## config.mk

```make
export PLATFORM = sky130hd
export DESIGN_NAME = dot_star_pattern_matcher_flat
export DESIGN_NICKNAME = d
export VERILOG_FILES = /design/src/rtl/core/dsm_pkg.sv /design/src/rtl/core/dsm_channels.sv /design/src/rtl/core/dot_star_pattern_matcher.sv /design/src/rtl/core/dsm_cell.sv /design/src/flat_wrapper.sv
export SDC_FILE = /design/constraint.sdc
export NUM_CORES = 1
export LEC_CHECK = 0
export ABC_AREA = 1
export BUFFER_PORTS_ARGS = -buffer_cell sky130_fd_sc_hd__buf_2
export CAP_MARGIN = 20
export CORE_MARGIN = 4
export CORE_UTILIZATION = 60
export DETAILED_ROUTE_END_ITERATION = 12
export PLACE_DENSITY = 0.83
export SYNTH_ARGS = -nofsm -noshare
export SYNTH_HDL_FRONTEND = slang
export SYNTH_SLANG_ARGS = --single-unit
```

## constraint.sdc

```tcl
create_clock -name clk -period 3.1 [get_ports clk]
set_input_delay 0.465 -clock clk [delete_from_list [all_inputs] [get_ports clk]]
set_output_delay 0.465 -clock clk [all_outputs]
set_load 0.03 [all_outputs]
```

## src/rtl/core/dsm_pkg.sv

```systemverilog
package dsm_pkg;

  // Default number of pattern bytes the cell row can hold.
  localparam int PATTERN_MAX_DEFAULT = 16;

  // Pattern bytes that the two configuration words can supply.
  localparam int STORED_BYTES = 16;

  localparam int CHAR_W      = 8;
  localparam int LEN_W       = 5;
  localparam int CFG_DATA_W  = 64;
  localparam int CFG_INDEX_W = 2;

  // Special pattern bytes.
  localparam logic [CHAR_W-1:0] CHAR_DOT  = 8'h2E;
  localparam logic [CHAR_W-1:0] CHAR_STAR = 8'h2A;

  // Configuration register indexes.
  localparam logic [CFG_INDEX_W-1:0] REG_PATTERN_LOW    = 2'd0;
  localparam logic [CFG_INDEX_W-1:0] REG_PATTERN_HIGH   = 2'd1;
  localparam logic [CFG_INDEX_W-1:0] REG_PATTERN_LENGTH = 2'd2;

  // Per-position view of the pattern, handed to each cell.
  typedef struct packed {
    logic [CHAR_W-1:0] pat_byte;  // byte at this position
    logic              star;      // position is a starred token
    logic              in_range;  // position holds a byte (j < length)
    logic              keep;      // position exists (j <= length)
  } cell_cfg_t;

  // Per-cycle step control, shared by every cell.
  typedef struct packed {
    logic              load;      // a transaction is accepted this cycle
    logic              last;      // it closes the subject
    logic [CHAR_W-1:0] ch;        // subject byte
  } step_t;

endpackage

```

## src/rtl/core/dsm_channels.sv

```systemverilog
// Subject byte channel.
interface dsm_text_if;
  logic                          valid;
  logic                          ready;
  logic [dsm_pkg::CHAR_W-1:0]    text_char;
  logic                          is_last;

  modport source (output valid, output text_char, output is_last, input ready);
  modport sink   (input valid, input text_char, input is_last, output ready);
endinterface

// Match result channel.
interface dsm_result_if;
  logic valid;
  logic ready;
  logic prefix_match;
  logic subject_done;

  modport source (output valid, output prefix_match, output subject_done, input ready);
  modport sink   (input valid, input prefix_match, input subject_done, output ready);
endinterface

```

## src/rtl/core/dot_star_pattern_matcher.sv

```systemverilog
// Whole-string matcher for patterns of literal bytes, '.' (any byte) and
// "x*" (zero or more of x), held in configuration registers.
// Configuration: cfg_write_enable, cfg_index and cfg_data write the low
// pattern word, the high pattern word or the pattern length. Writes must
// be made while no transaction is in flight; the block does not enforce it.
// Input channel "text": one subject byte per transaction, is_last marks
// the final byte of a subject. Output channel "result": one transaction
// per input byte with prefix_match (subject so far matches the whole
// pattern) and subject_done (copy of is_last).
// A result is registered and is valid in the cycle after acceptance.
// Throughput is one byte per cycle while results are taken: each byte
// steps a row of PATTERN_MAX+1 position cells combinationally, with the
// star-skip closure rippling along it. The output register frees the
// input whenever the result is taken in the same cycle; when the receiver
// stalls, the result holds and text.ready drops until it is taken.
// Reset clears the pattern to empty and puts the live set at the start
// position; after each final byte the set returns to the start.
module dot_star_pattern_matcher #(
  parameter int PATTERN_MAX = dsm_pkg::PATTERN_MAX_DEFAULT
) (
  input  logic                                clk,
  input  logic                                rst,
  input  logic                                cfg_write_enable,
  input  logic [dsm_pkg::CFG_INDEX_W-1:0]     cfg_index,
  input  logic [dsm_pkg::CFG_DATA_W-1:0]      cfg_data,
  dsm_text_if.sink                            text,
  dsm_result_if.source                        result
);

  localparam int POS_W   = $clog2(PATTERN_MAX + 1);
  localparam int CELLS   = PATTERN_MAX + 1;

  logic [dsm_pkg::CFG_DATA_W-1:0] pattern_low;
  logic [dsm_pkg::CFG_DATA_W-1:0] pattern_high;
  logic [dsm_pkg::LEN_W-1:0]      pattern_length;

  logic [2*dsm_pkg::CFG_DATA_W-1:0] pattern_word;
  logic [dsm_pkg::CHAR_W-1:0]       pbyte [CELLS+1];
  logic [POS_W-1:0]                 n;
  logic [POS_W:0]                   n_ext;

  dsm_pkg::cell_cfg_t cell_cfg [CELLS];
  dsm_pkg::step_t     step;

  logic [CELLS-1:0] carry;
  logic [CELLS-1:0] ncarry;
  logic [CELLS-1:0] adv;
  logic [CELLS-1:0] reach;

  logic accept;
  logic out_valid;
  logic out_match;
  logic out_done;

  // Configuration registers.
  always_ff @(posedge clk) begin
    if (rst) begin
      pattern_low    <= '0;
      pattern_high   <= '0;
      pattern_length <= '0;
    end else if (cfg_write_enable) begin
      unique case (cfg_index)
        dsm_pkg::REG_PATTERN_LOW:    pattern_low    <= cfg_data;
        dsm_pkg::REG_PATTERN_HIGH:   pattern_high   <= cfg_data;
        dsm_pkg::REG_PATTERN_LENGTH: pattern_length <= cfg_data[dsm_pkg::LEN_W-1:0];
        default: ;
      endcase
    end
  end

  // Effective length, clamped to PATTERN_MAX, the last position of the cell row.
  always_comb begin
    if (pattern_length > dsm_pkg::LEN_W'(PATTERN_MAX)) begin
      n = POS_W'(PATTERN_MAX);
    end else begin
      n = POS_W'(pattern_length);
    end
    n_ext = {1'b0, n};
  end

  assign pattern_word = {pattern_high, pattern_low};

  // Pattern bytes by position; positions past the stored words read as zero.
  for (genvar k = 0; k <= CELLS; k++) begin : g_byte
    if (k < dsm_pkg::STORED_BYTES) begin : g_stored
      assign pbyte[k] = pattern_word[dsm_pkg::CHAR_W*k +: dsm_pkg::CHAR_W];
    end else begin : g_zero
      assign pbyte[k] = '0;
    end
  end

  // Handshake: the output register takes a new result when empty or drained.
  assign text.ready = ~out_valid | result.ready;
  assign accept     = text.valid & text.ready;

  assign step.load = accept;
  assign step.last = text.is_last;
  assign step.ch   = text.text_char;

  // Row of position cells with their neighbor links.
  for (genvar j = 0; j < CELLS; j++) begin : g_cell
    logic carry_in;
    logic ncarry_in;
    logic adv_in;

    assign cell_cfg[j].pat_byte = pbyte[j];
    assign cell_cfg[j].star     = ((POS_W+1)'(j + 1) < n_ext) &&
                                  (pbyte[j+1] == dsm_pkg::CHAR_STAR);
    assign cell_cfg[j].in_range = (POS_W+1)'(j) < n_ext;
    assign cell_cfg[j].keep     = (POS_W+1)'(j) <= n_ext;

    if (j >= 2) begin : g_skip
      assign carry_in  = carry[j-2];
      assign ncarry_in = ncarry[j-2];
    end else begin : g_noskip
      assign carry_in  = 1'b0;
      assign ncarry_in = 1'b0;
    end

    if (j >= 1) begin : g_step
      assign adv_in = adv[j-1];
    end else begin : g_nostep
      assign adv_in = 1'b0;
    end

    dsm_cell #(
      .START (j == 0)
    ) u_cell (
      .clk        (clk),
      .rst        (rst),
      .cfg        (cell_cfg[j]),
      .step       (step),
      .carry_in   (carry_in),
      .ncarry_in  (ncarry_in),
      .adv_in     (adv_in),
      .carry_out  (carry[j]),
      .ncarry_out (ncarry[j]),
      .adv_out    (adv[j]),
      .reach      (reach[j])
    );
  end

  // Output register.
  always_ff @(posedge clk) begin
    if (rst) begin
      out_valid <= 1'b0;
    end else if (text.ready) begin
      out_valid <= text.valid;
    end
  end

  always_ff @(posedge clk) begin
    if (accept) begin
      out_match <= reach[n];
      out_done  <= text.is_last;
    end
  end

  assign result.valid        = out_valid;
  assign result.prefix_match = out_match;
  assign result.subject_done = out_done;

endmodule

```

## src/rtl/core/dsm_cell.sv

```systemverilog
// One pattern position. The cell holds its live bit, forwards the
// star-skip closure two positions ahead and the byte advance one ahead.
module dsm_cell #(
  parameter bit START = 1'b0
) (
  input  logic                clk,
  input  logic                rst,
  input  dsm_pkg::cell_cfg_t  cfg,
  input  dsm_pkg::step_t      step,
  input  logic                carry_in,
  input  logic                ncarry_in,
  input  logic                adv_in,
  output logic                carry_out,
  output logic                ncarry_out,
  output logic                adv_out,
  output logic                reach
);

  logic live;
  logic cur;
  logic hit;
  logic match;
  logic nxt;

  // Closure of the stored set, then the byte step.
  always_comb begin
    cur       = (live & cfg.keep) | carry_in;
    hit       = (cfg.pat_byte == step.ch) || (cfg.pat_byte == dsm_pkg::CHAR_DOT);
    match     = cur & cfg.in_range & hit;
    carry_out = cur & cfg.star;
    nxt       = (match & cfg.star) | adv_in;
    adv_out   = match & ~cfg.star;
  end

  // Closure of the stepped set, used for the match result.
  always_comb begin
    reach      = nxt | ncarry_in;
    ncarry_out = reach & cfg.star;
  end

  // Live bit; a finished subject returns the row to the start position.
  always_ff @(posedge clk) begin
    if (rst) begin
      live <= START;
    end else if (step.load) begin
      live <= step.last ? START : nxt;
    end
  end

endmodule

```

## src/flat_wrapper.sv

```systemverilog
// flat-port wrapper written by rule: the top's interface ports become plain ports
module dot_star_pattern_matcher_flat 
#(
  parameter int PATTERN_MAX = dsm_pkg::PATTERN_MAX_DEFAULT
)
  (clk, rst, cfg_write_enable, cfg_index, cfg_data, text_valid, text_text_char, text_is_last, text_ready, result_valid, result_prefix_match, result_subject_done, result_ready);
  dsm_text_if text_i ();
  dsm_result_if result_i ();
  input  logic clk;
  input  logic rst;
  input  logic cfg_write_enable;
  input  logic [dsm_pkg::CFG_INDEX_W-1:0] cfg_index;
  input  logic [dsm_pkg::CFG_DATA_W-1:0] cfg_data;
  input wire logic [$bits(text_i.valid)-1:0] text_valid;
  input wire logic [$bits(text_i.text_char)-1:0] text_text_char;
  input wire logic [$bits(text_i.is_last)-1:0] text_is_last;
  output wire logic [$bits(text_i.ready)-1:0] text_ready;
  output wire logic [$bits(result_i.valid)-1:0] result_valid;
  output wire logic [$bits(result_i.prefix_match)-1:0] result_prefix_match;
  output wire logic [$bits(result_i.subject_done)-1:0] result_subject_done;
  input wire logic [$bits(result_i.ready)-1:0] result_ready;
  assign text_i.valid = text_valid;
  assign text_i.text_char = text_text_char;
  assign text_i.is_last = text_is_last;
  assign text_ready = text_i.ready;
  assign result_valid = result_i.valid;
  assign result_prefix_match = result_i.prefix_match;
  assign result_subject_done = result_i.subject_done;
  assign result_i.ready = result_ready;
  dot_star_pattern_matcher #(.PATTERN_MAX(PATTERN_MAX)) u_core (.clk(clk), .rst(rst), .cfg_write_enable(cfg_write_enable), .cfg_index(cfg_index), .cfg_data(cfg_data), .text(text_i), .result(result_i));
endmodule
```

Word level (Yosys, flattened, before mapping)
Cells that the tools add are included.
- register bits after elaboration: 152
- bits in latches: 0
- memory bits (writable): 0
- bits in read-only memories: 0
- output and inout bits: 4
- word-level logic and storage cells: 327
- memories kept: 0
- add/sub/neg operators: 0
- $mul: 0
- divide/modulo/power cells: 0
- order comparisons: 34
- eq/ne operators: 49
- shift-type cells: 0
- multiplexer cells: 19
- bitwise logic cells: 168
- reductions and logical operators: 35
- operators by type and width (cell ; count):
    $eq 8x6->1 const B ; 31
    $eq 8x8->1 ; 16
    $and 1x1->1 ; 108
    $or 1x1->1 ; 44
    $le 4x5->1 const A ; 8
    $lt 4x5->1 const A ; 8
    $le 3x5->1 const A ; 4
    $lt 3x5->1 const A ; 4
    $mux 1 ; 17
    $logic_or 1x1->1 ; 16
    $not 1->1 ; 16
    $logic_and 1x1->1 ; 15
    $le 1x5->1 const A ; 2
    $le 2x5->1 const A ; 2
    $lt 1x5->1 const A ; 2
    $lt 2x5->1 const A ; 2
    $lt 5x6->1 const B ; 1
    $reduce_and 2->1 ; 3
    $bmux 1 s5 ; 1
    $gt 5x5->1 const B ; 1
    $mux 5 ; 1
    $eq 2x1->1 const B ; 1
    $eq 2x2->1 const B ; 1
    $logic_not 2->1 ; 1

Depth between registers and ports, before layout
- depth in word-level cells: 27
- mapped depth: 26
- mapped depth without buffers: 25

Cells and area by module
From an unflattened synthesis, not the netlist that was laid out.
- cell total of the unflattened synthesis: 1629
- area total of the unflattened synthesis: 9859.5 sq um
- modules (own cells, without submodules) (module ; instances ; cells an instance ; area an instance (sq um)):
    dot_star_pattern_matcher ; 1 ; 746 ; 5552.8
    dsm_cell at u_core.g_cell[10].u_cell ... ; 16 ; 52 ; 252.7
    dsm_cell at u_core.g_cell[0].u_cell ; 1 ; 51 ; 262.8

Worst setup path after synthesis
No wires, ideal clock.
- kind: input to register
- start: input text_text_char[4]
- end: register u_core.out_match (netlist: u_core.result.prefix_match), data pin
- library setup time: 0.133 ns
- arrival time: 2.271 ns
- data required time: 2.967 ns
- slack: 0.696 ns
- stages: 23
- path buffers: 2
- cell sequence: buf_2 buf_2 xnor2_1 nand2_1 nor3_1 nand2_1 a21oi_1 nand3_1 nand2_1 inv_1 nand2_1 nand2_1 nand2_1 nand2_1 nand2_1 nand2_1 nand2_1 nand2_1 nand2_1 nand2_1 nand3_1 nand2_1 nand3_2
- word-level cells in the longest chain between the ends: 22
- ends and longest elaborated chain (what ; line ; text):
    from (decl) ; flat_wrapper.sv:15 ; input wire logic [$bits(text_i.text_char)-1:0] text_text_char;
    $eq 8x8->1 ; dsm_cell.sv:28 ; hit = (cfg.pat_byte == step.ch) || (cfg.pat_byte == dsm_pkg::CHAR_DOT);
    $logic_or 1x1->1 ; dsm_cell.sv:28 ;
    $and 1x1->1 ; dsm_cell.sv:29 ; match = cur & cfg.in_range & hit;
    $and 1x1->1 (on tied branches) ; dsm_cell.sv:31, dsm_cell.sv:32 ;
    $or 1x1->1 or $and 1x1->1 (tied branches) ; dsm_cell.sv:31, dsm_cell.sv:38 ;
    $or 1x1->1 ; dsm_cell.sv:37 ; reach = nxt | ncarry_in;
    $and 1x1->1 ; dsm_cell.sv:38 ; ncarry_out = reach & cfg.star;
    $or 1x1->1 ; dsm_cell.sv:37 ;
    [... 6 more ...] ; n/a ;
    $and 1x1->1 ; dsm_cell.sv:38 ;
    $or 1x1->1 ; dsm_cell.sv:37 ;
    $and 1x1->1 ; dsm_cell.sv:38 ;
    $or 1x1->1 ; dsm_cell.sv:37 ;
    $and 1x1->1 ; dsm_cell.sv:38 ;
    $or 1x1->1 ; dsm_cell.sv:37 ;
    $bmux 1 s5 (*) ; dot_star_pattern_matcher.sv:154 ; out_match <= reach[n];
    $mux 1 (implied by the code) (*) ; dot_star_pattern_matcher.sv:154 ;
    to (signal assigned) ; dot_star_pattern_matcher.sv:154 ;
    to (decl) ; dot_star_pattern_matcher.sv:52 ; logic out_match;
Every way passes the cells marked *; elsewhere a longest branch is shown, timed or not. The select of a mux whose other input is x is not followed.
A chain may end at the register's enable or synchronous reset.

Worst setup path after layout
- start: register u_core.pattern_length[4] in the netlist's numbering
- end: register u_core.out_match (netlist: u_core.result.prefix_match), data pin
- word-level cells in the longest chain between the ends: 27
- ends and longest elaborated chain (what ; line ; text):
    from (decl) ; dot_star_pattern_matcher.sv:35 ; logic [dsm_pkg::LEN_W-1:0] pattern_length;
    from (signal assigned) ; dot_star_pattern_matcher.sv:65 ; dsm_pkg::REG_PATTERN_LENGTH: pattern_length <= cfg_data[dsm_pkg::LEN_W-1:0];
    $gt 5x5->1 ; dot_star_pattern_matcher.sv:73 ; if (pattern_length > dsm_pkg::LEN_W'(PATTERN_MAX)) begin
    $mux 5 (*) ; dot_star_pattern_matcher.sv:73 ;
    $le 1x5->1 or $lt 1x5->1 (tied branches) ; dot_star_pattern_matcher.sv:110, dot_star_pattern_matcher.sv:107, dot_star_pattern_matcher.sv:109 ;
    $and 1x1->1 or $logic_and 1x1->1 (tied branches) ; dsm_cell.sv:27, dot_star_pattern_matcher.sv:107 ;
    $and 1x1->1 ; dsm_cell.sv:30 ; carry_out = cur & cfg.star;
    $or 1x1->1 ; dsm_cell.sv:27 ; cur = (live & cfg.keep) | carry_in;
    $and 1x1->1 (on tied branches) ; dsm_cell.sv:30, dsm_cell.sv:29 ;
    $or 1x1->1 or $and 1x1->1 (tied branches) ; dsm_cell.sv:27, dsm_cell.sv:29 ;
    [... 10 more ...] ; n/a ;
    $and 1x1->1 (tied with other cells) (2 in series) ; dsm_cell.sv:29 ;
    $and 1x1->1 or $or 1x1->1 (tied branches) ; dsm_cell.sv:31, dsm_cell.sv:37 ;
    $or 1x1->1 or $and 1x1->1 (tied branches) ; dsm_cell.sv:31, dsm_cell.sv:38 ;
    $or 1x1->1 ; dsm_cell.sv:37 ;
    $and 1x1->1 ; dsm_cell.sv:38 ;
    $or 1x1->1 ; dsm_cell.sv:37 ;
    $bmux 1 s5 (*) ; dot_star_pattern_matcher.sv:154 ;
    $mux 1 (implied by the code) (*) ; dot_star_pattern_matcher.sv:154 ;
Marked as above.

==> impl_metrics.csv <==
group,metric,value,unit
run_status,status,"complete, no violations",
clocking,insertion_delay,0.44,ns
cells_and_area,diodes,0,
global_routing,grt_max_degree,88,
pwr,power_leakage,0.00425,uW
sta,final.min_clock_period,2.79,ns
sta,worst_slack,0.310,ns
floorplanning,dieArea,0.0164,mm2
logic_synthesis,yosys.cell_count.top_type,"nand2_1",
setup_path,worstPathRequired,3.29,ns
place,dpl.cell_count,1496,
sta,rsz0062_at_grt,"no",
floorplanning,io_pins,84,
pwr,vdd_ir_drop_max,440,uV
sta,worst-slew-pin-transition,0.717,ns
drt,drc_errors,0,
clocking,hold_buffers,0,
drt,wl,25400,um
cells_and_area,synthToLayoutAreaGrowth,13.4,%
place,port_buffers,83,
clocking,cts.sinks,152,
cells_and_area,drive_gt1_frac,0.151,
logic_synthesis,synth_ff_type,"dfxtp_1",
logic_synthesis,syn_avg_cell_area,6.79,um2
global_routing,grt_usage,0.313,
drt,antenna_left,0,
sta,tns,0,ns
drt,first_pass_iters,5,
floorplanning,coreArea,0.0140,mm2
logic_synthesis,ys_seq_area_frac,0.355,
logic_synthesis,synth_area,0.00864,mm2
place,dp_slack,0.186,ns
setup_path,startpoint_type,"flip-flop",
sta,finalCritPeriodShare,0.900,
clocking,numCtsBuffers,17,
clocking,clk_pin_slew_worst_paths,0.07,ns
sta,fmax,358,MHz
logic_synthesis,synthTopCellsByCount,"nand2_1, nor2_1, dfxtp_1",
floorplanning,floorplan.initialDensity,0.618,
sta,drv_slew,0,
logic_synthesis,ys_ff_latch,152,
cells_and_area,multi_input_area,0.00485,mm2
logic_synthesis,ys_async_sr_fraction,0,
logic_synthesis,synth_top_area_share,0.348,
global_routing,grt_pass1_vias,8198,
clocking,cts_max_level,4,
flow_run,drv_cap,0,
sta,hold_viol,0,
drt,first_iter_violations,976,
global_routing,gr-total-overflow,0,
logic_synthesis,synthTopCellsByArea,"dfxtp_1, nand2_1, nor2_1",
floorplanning,rows,43,
global_routing,grt_antenna_before_repair,0,
place,hpwlAfterDp,18200,um
cells_and_area,seq_area,0.00306,mm2
clocking,postCtsSetupRepairBufs,0,
cells_and_area,fin_util,0.700,
setup_path,critPathCaptureType,"flip-flop",
sta,setup_viol,0,
clocking,cts_tree,"yes",
cells_and_area,nFillCells,1207,
logic_synthesis,yosys.area.top_type,"dfxtp_1",
setup_path,critPathMaxFanout,10,
logic_synthesis,ys_types,45,
logic_synthesis,yosys_warnings,0,
logic_synthesis,syn-num-nets,1353,
pwr,powerDensity,504,mW/mm2
cells_and_area,stdcell_count,1528,
drt,wire_per_inst,16.6,um
logic_synthesis,syn_inst,1273,
floorplanning,die_x,128,um
cells_and_area,nets,1415,
logic_synthesis,synth_edf_count,2,
floorplanning,die_h,128,um
setup_path,critPathArrivalTime,2.98,ns
drt,vias_per_cell,5.82,
sta,fin_skew,0.00945,ns
clocking,cts-root-buf,"clkbuf_16",
clocking,ctsResizeCount,0,
min_path,hp-class,"in -> reg",
setup_path,crit_type,"reg -> reg",
clocking,cts_max_path_buffers,2,
place,place.gp.congestion,1.04,
drt,vias,8894,
sta,relSlewSlack,0.521,
global_routing,grt_pass1_wl,41100,um
-- final timing paths --
path | start | to | slack, ns | depth (start not counted)
worst max-delay path | u_core.pattern_length[4] | u_core.result.prefix_match | 0.31 | 17
worst min-delay path | text_is_last | u_core.result.subject_done | 0.23 | 1
worst max register to register | u_core.pattern_length[4] | u_core.result.prefix_match | 0.31 | 17
worst min register to register | u_core.g_cell[1].u_cell.live | u_core.g_cell[1].u_cell.live | 0.47 | 2
-- critical path: stages (launching register included) --
cell and delay, ns:
dfxtp_1 0.43, buf_4 0.21, nor2_8 0.08, nor2_1 0.19
inv_2 0.11, a21oi_1 0.29, inv_1 0.14, nor4_4 0.31
nand3b_1 0.16, nand2_1 0.09, inv_2 0.05, nand2_1 0.06
nand2_1 0.06, nand2_1 0.07, nand2_1 0.07, nand2_1 0.05
nand2_1 0.07, nand3_2 0.06
-- layer usage --
| layer | share of wire | up-vias | track usage |
|---|---|---|---|
| met4 | 0.026 | 0 | 0.118 |
| met1 | 0.43 | 4119 | 0.423 |
| met2 | 0.45 | 436 | 0.498 |
| met5 | 0 | - | 0 |
| met3 | 0.093 | 72 | 0.0613 |
| li1 | - | 4267 | - |
-- cell usage in the layout, fill, tap and decap left out, drive strengths merged, types with 3 or more instances in the layout --
master / n
or2: 5
nor3b: 3
o21ai: 148
nor4: 13
nand4: 36
nor3: 16
buf: 105
nand3b: 9
nand2: 246
o22ai: 3
nor2: 207
inv: 125
clkinv: 5
a21oi: 100
xor2: 30
nand3: 54
dfxtp: 150
xnor2: 57
clkbuf: 18
-- per-stage QoR --
step / area [um2] / power [uW] / hold WS, ns
2_1_floorplan: 8640 / 2600 / 0.442
3_3_place_gp: 9190 / 2800 / 0.453
3_5_place_dp: 9190 / 2810 / 0.457
4_1_cts: 9790 / 4920 / 0.223
5_1_grt: 9790 / 5090 / 0.227
6_report: 9790 / 4930 / 0.225
-- kinds of logic after synthesis --
group | Yosys count | share of synthesized area
DFF | 152 | 0.355
xor gates and xnor gates | 87 | 0.0882
and+or+nand+nor | 591 | 0.315
AOI/OAI and AO/OA | 262 | 0.158
buffers and inverters | 181 | 0.0844
-- sequential cells by signal, indices dropped and copies added (netlist names) --
| signal | flops |
|---|---|
| u_core.g_cell.u_cell.live | 16 |
| u_core.pattern_high | 64 |
| u_core.pattern_length | 5 |
| u_core.pattern_low | 64 |
| u_core.result.prefix_match | 1 |
| u_core.result.subject_done | 1 |
| u_core.result.valid | 1 |
-- cell type report --
cell class | instances | area share
Tap cell | 180 | 0.0230
Multi-Input combinational cell | 940 | 0.495
Clock buffer | 18 | 0.0448
Inverter | 119 | 0.0457
Sequential cell | 152 | 0.313
Clock inverter | 14 | 0.0165
Timing Repair Buffer | 105 | 0.0618
-- power by group --
| group | internal [uW] | total [uW] | switching [uW] |
|---|---|---|---|
| combinational | 237 | 645 | 408 |
| sequential | 2050 | 2150 | 94.1 |
| clock | 1230 | 2140 | 910 |
No activity file was read; power rests on OpenSTA's default activity.
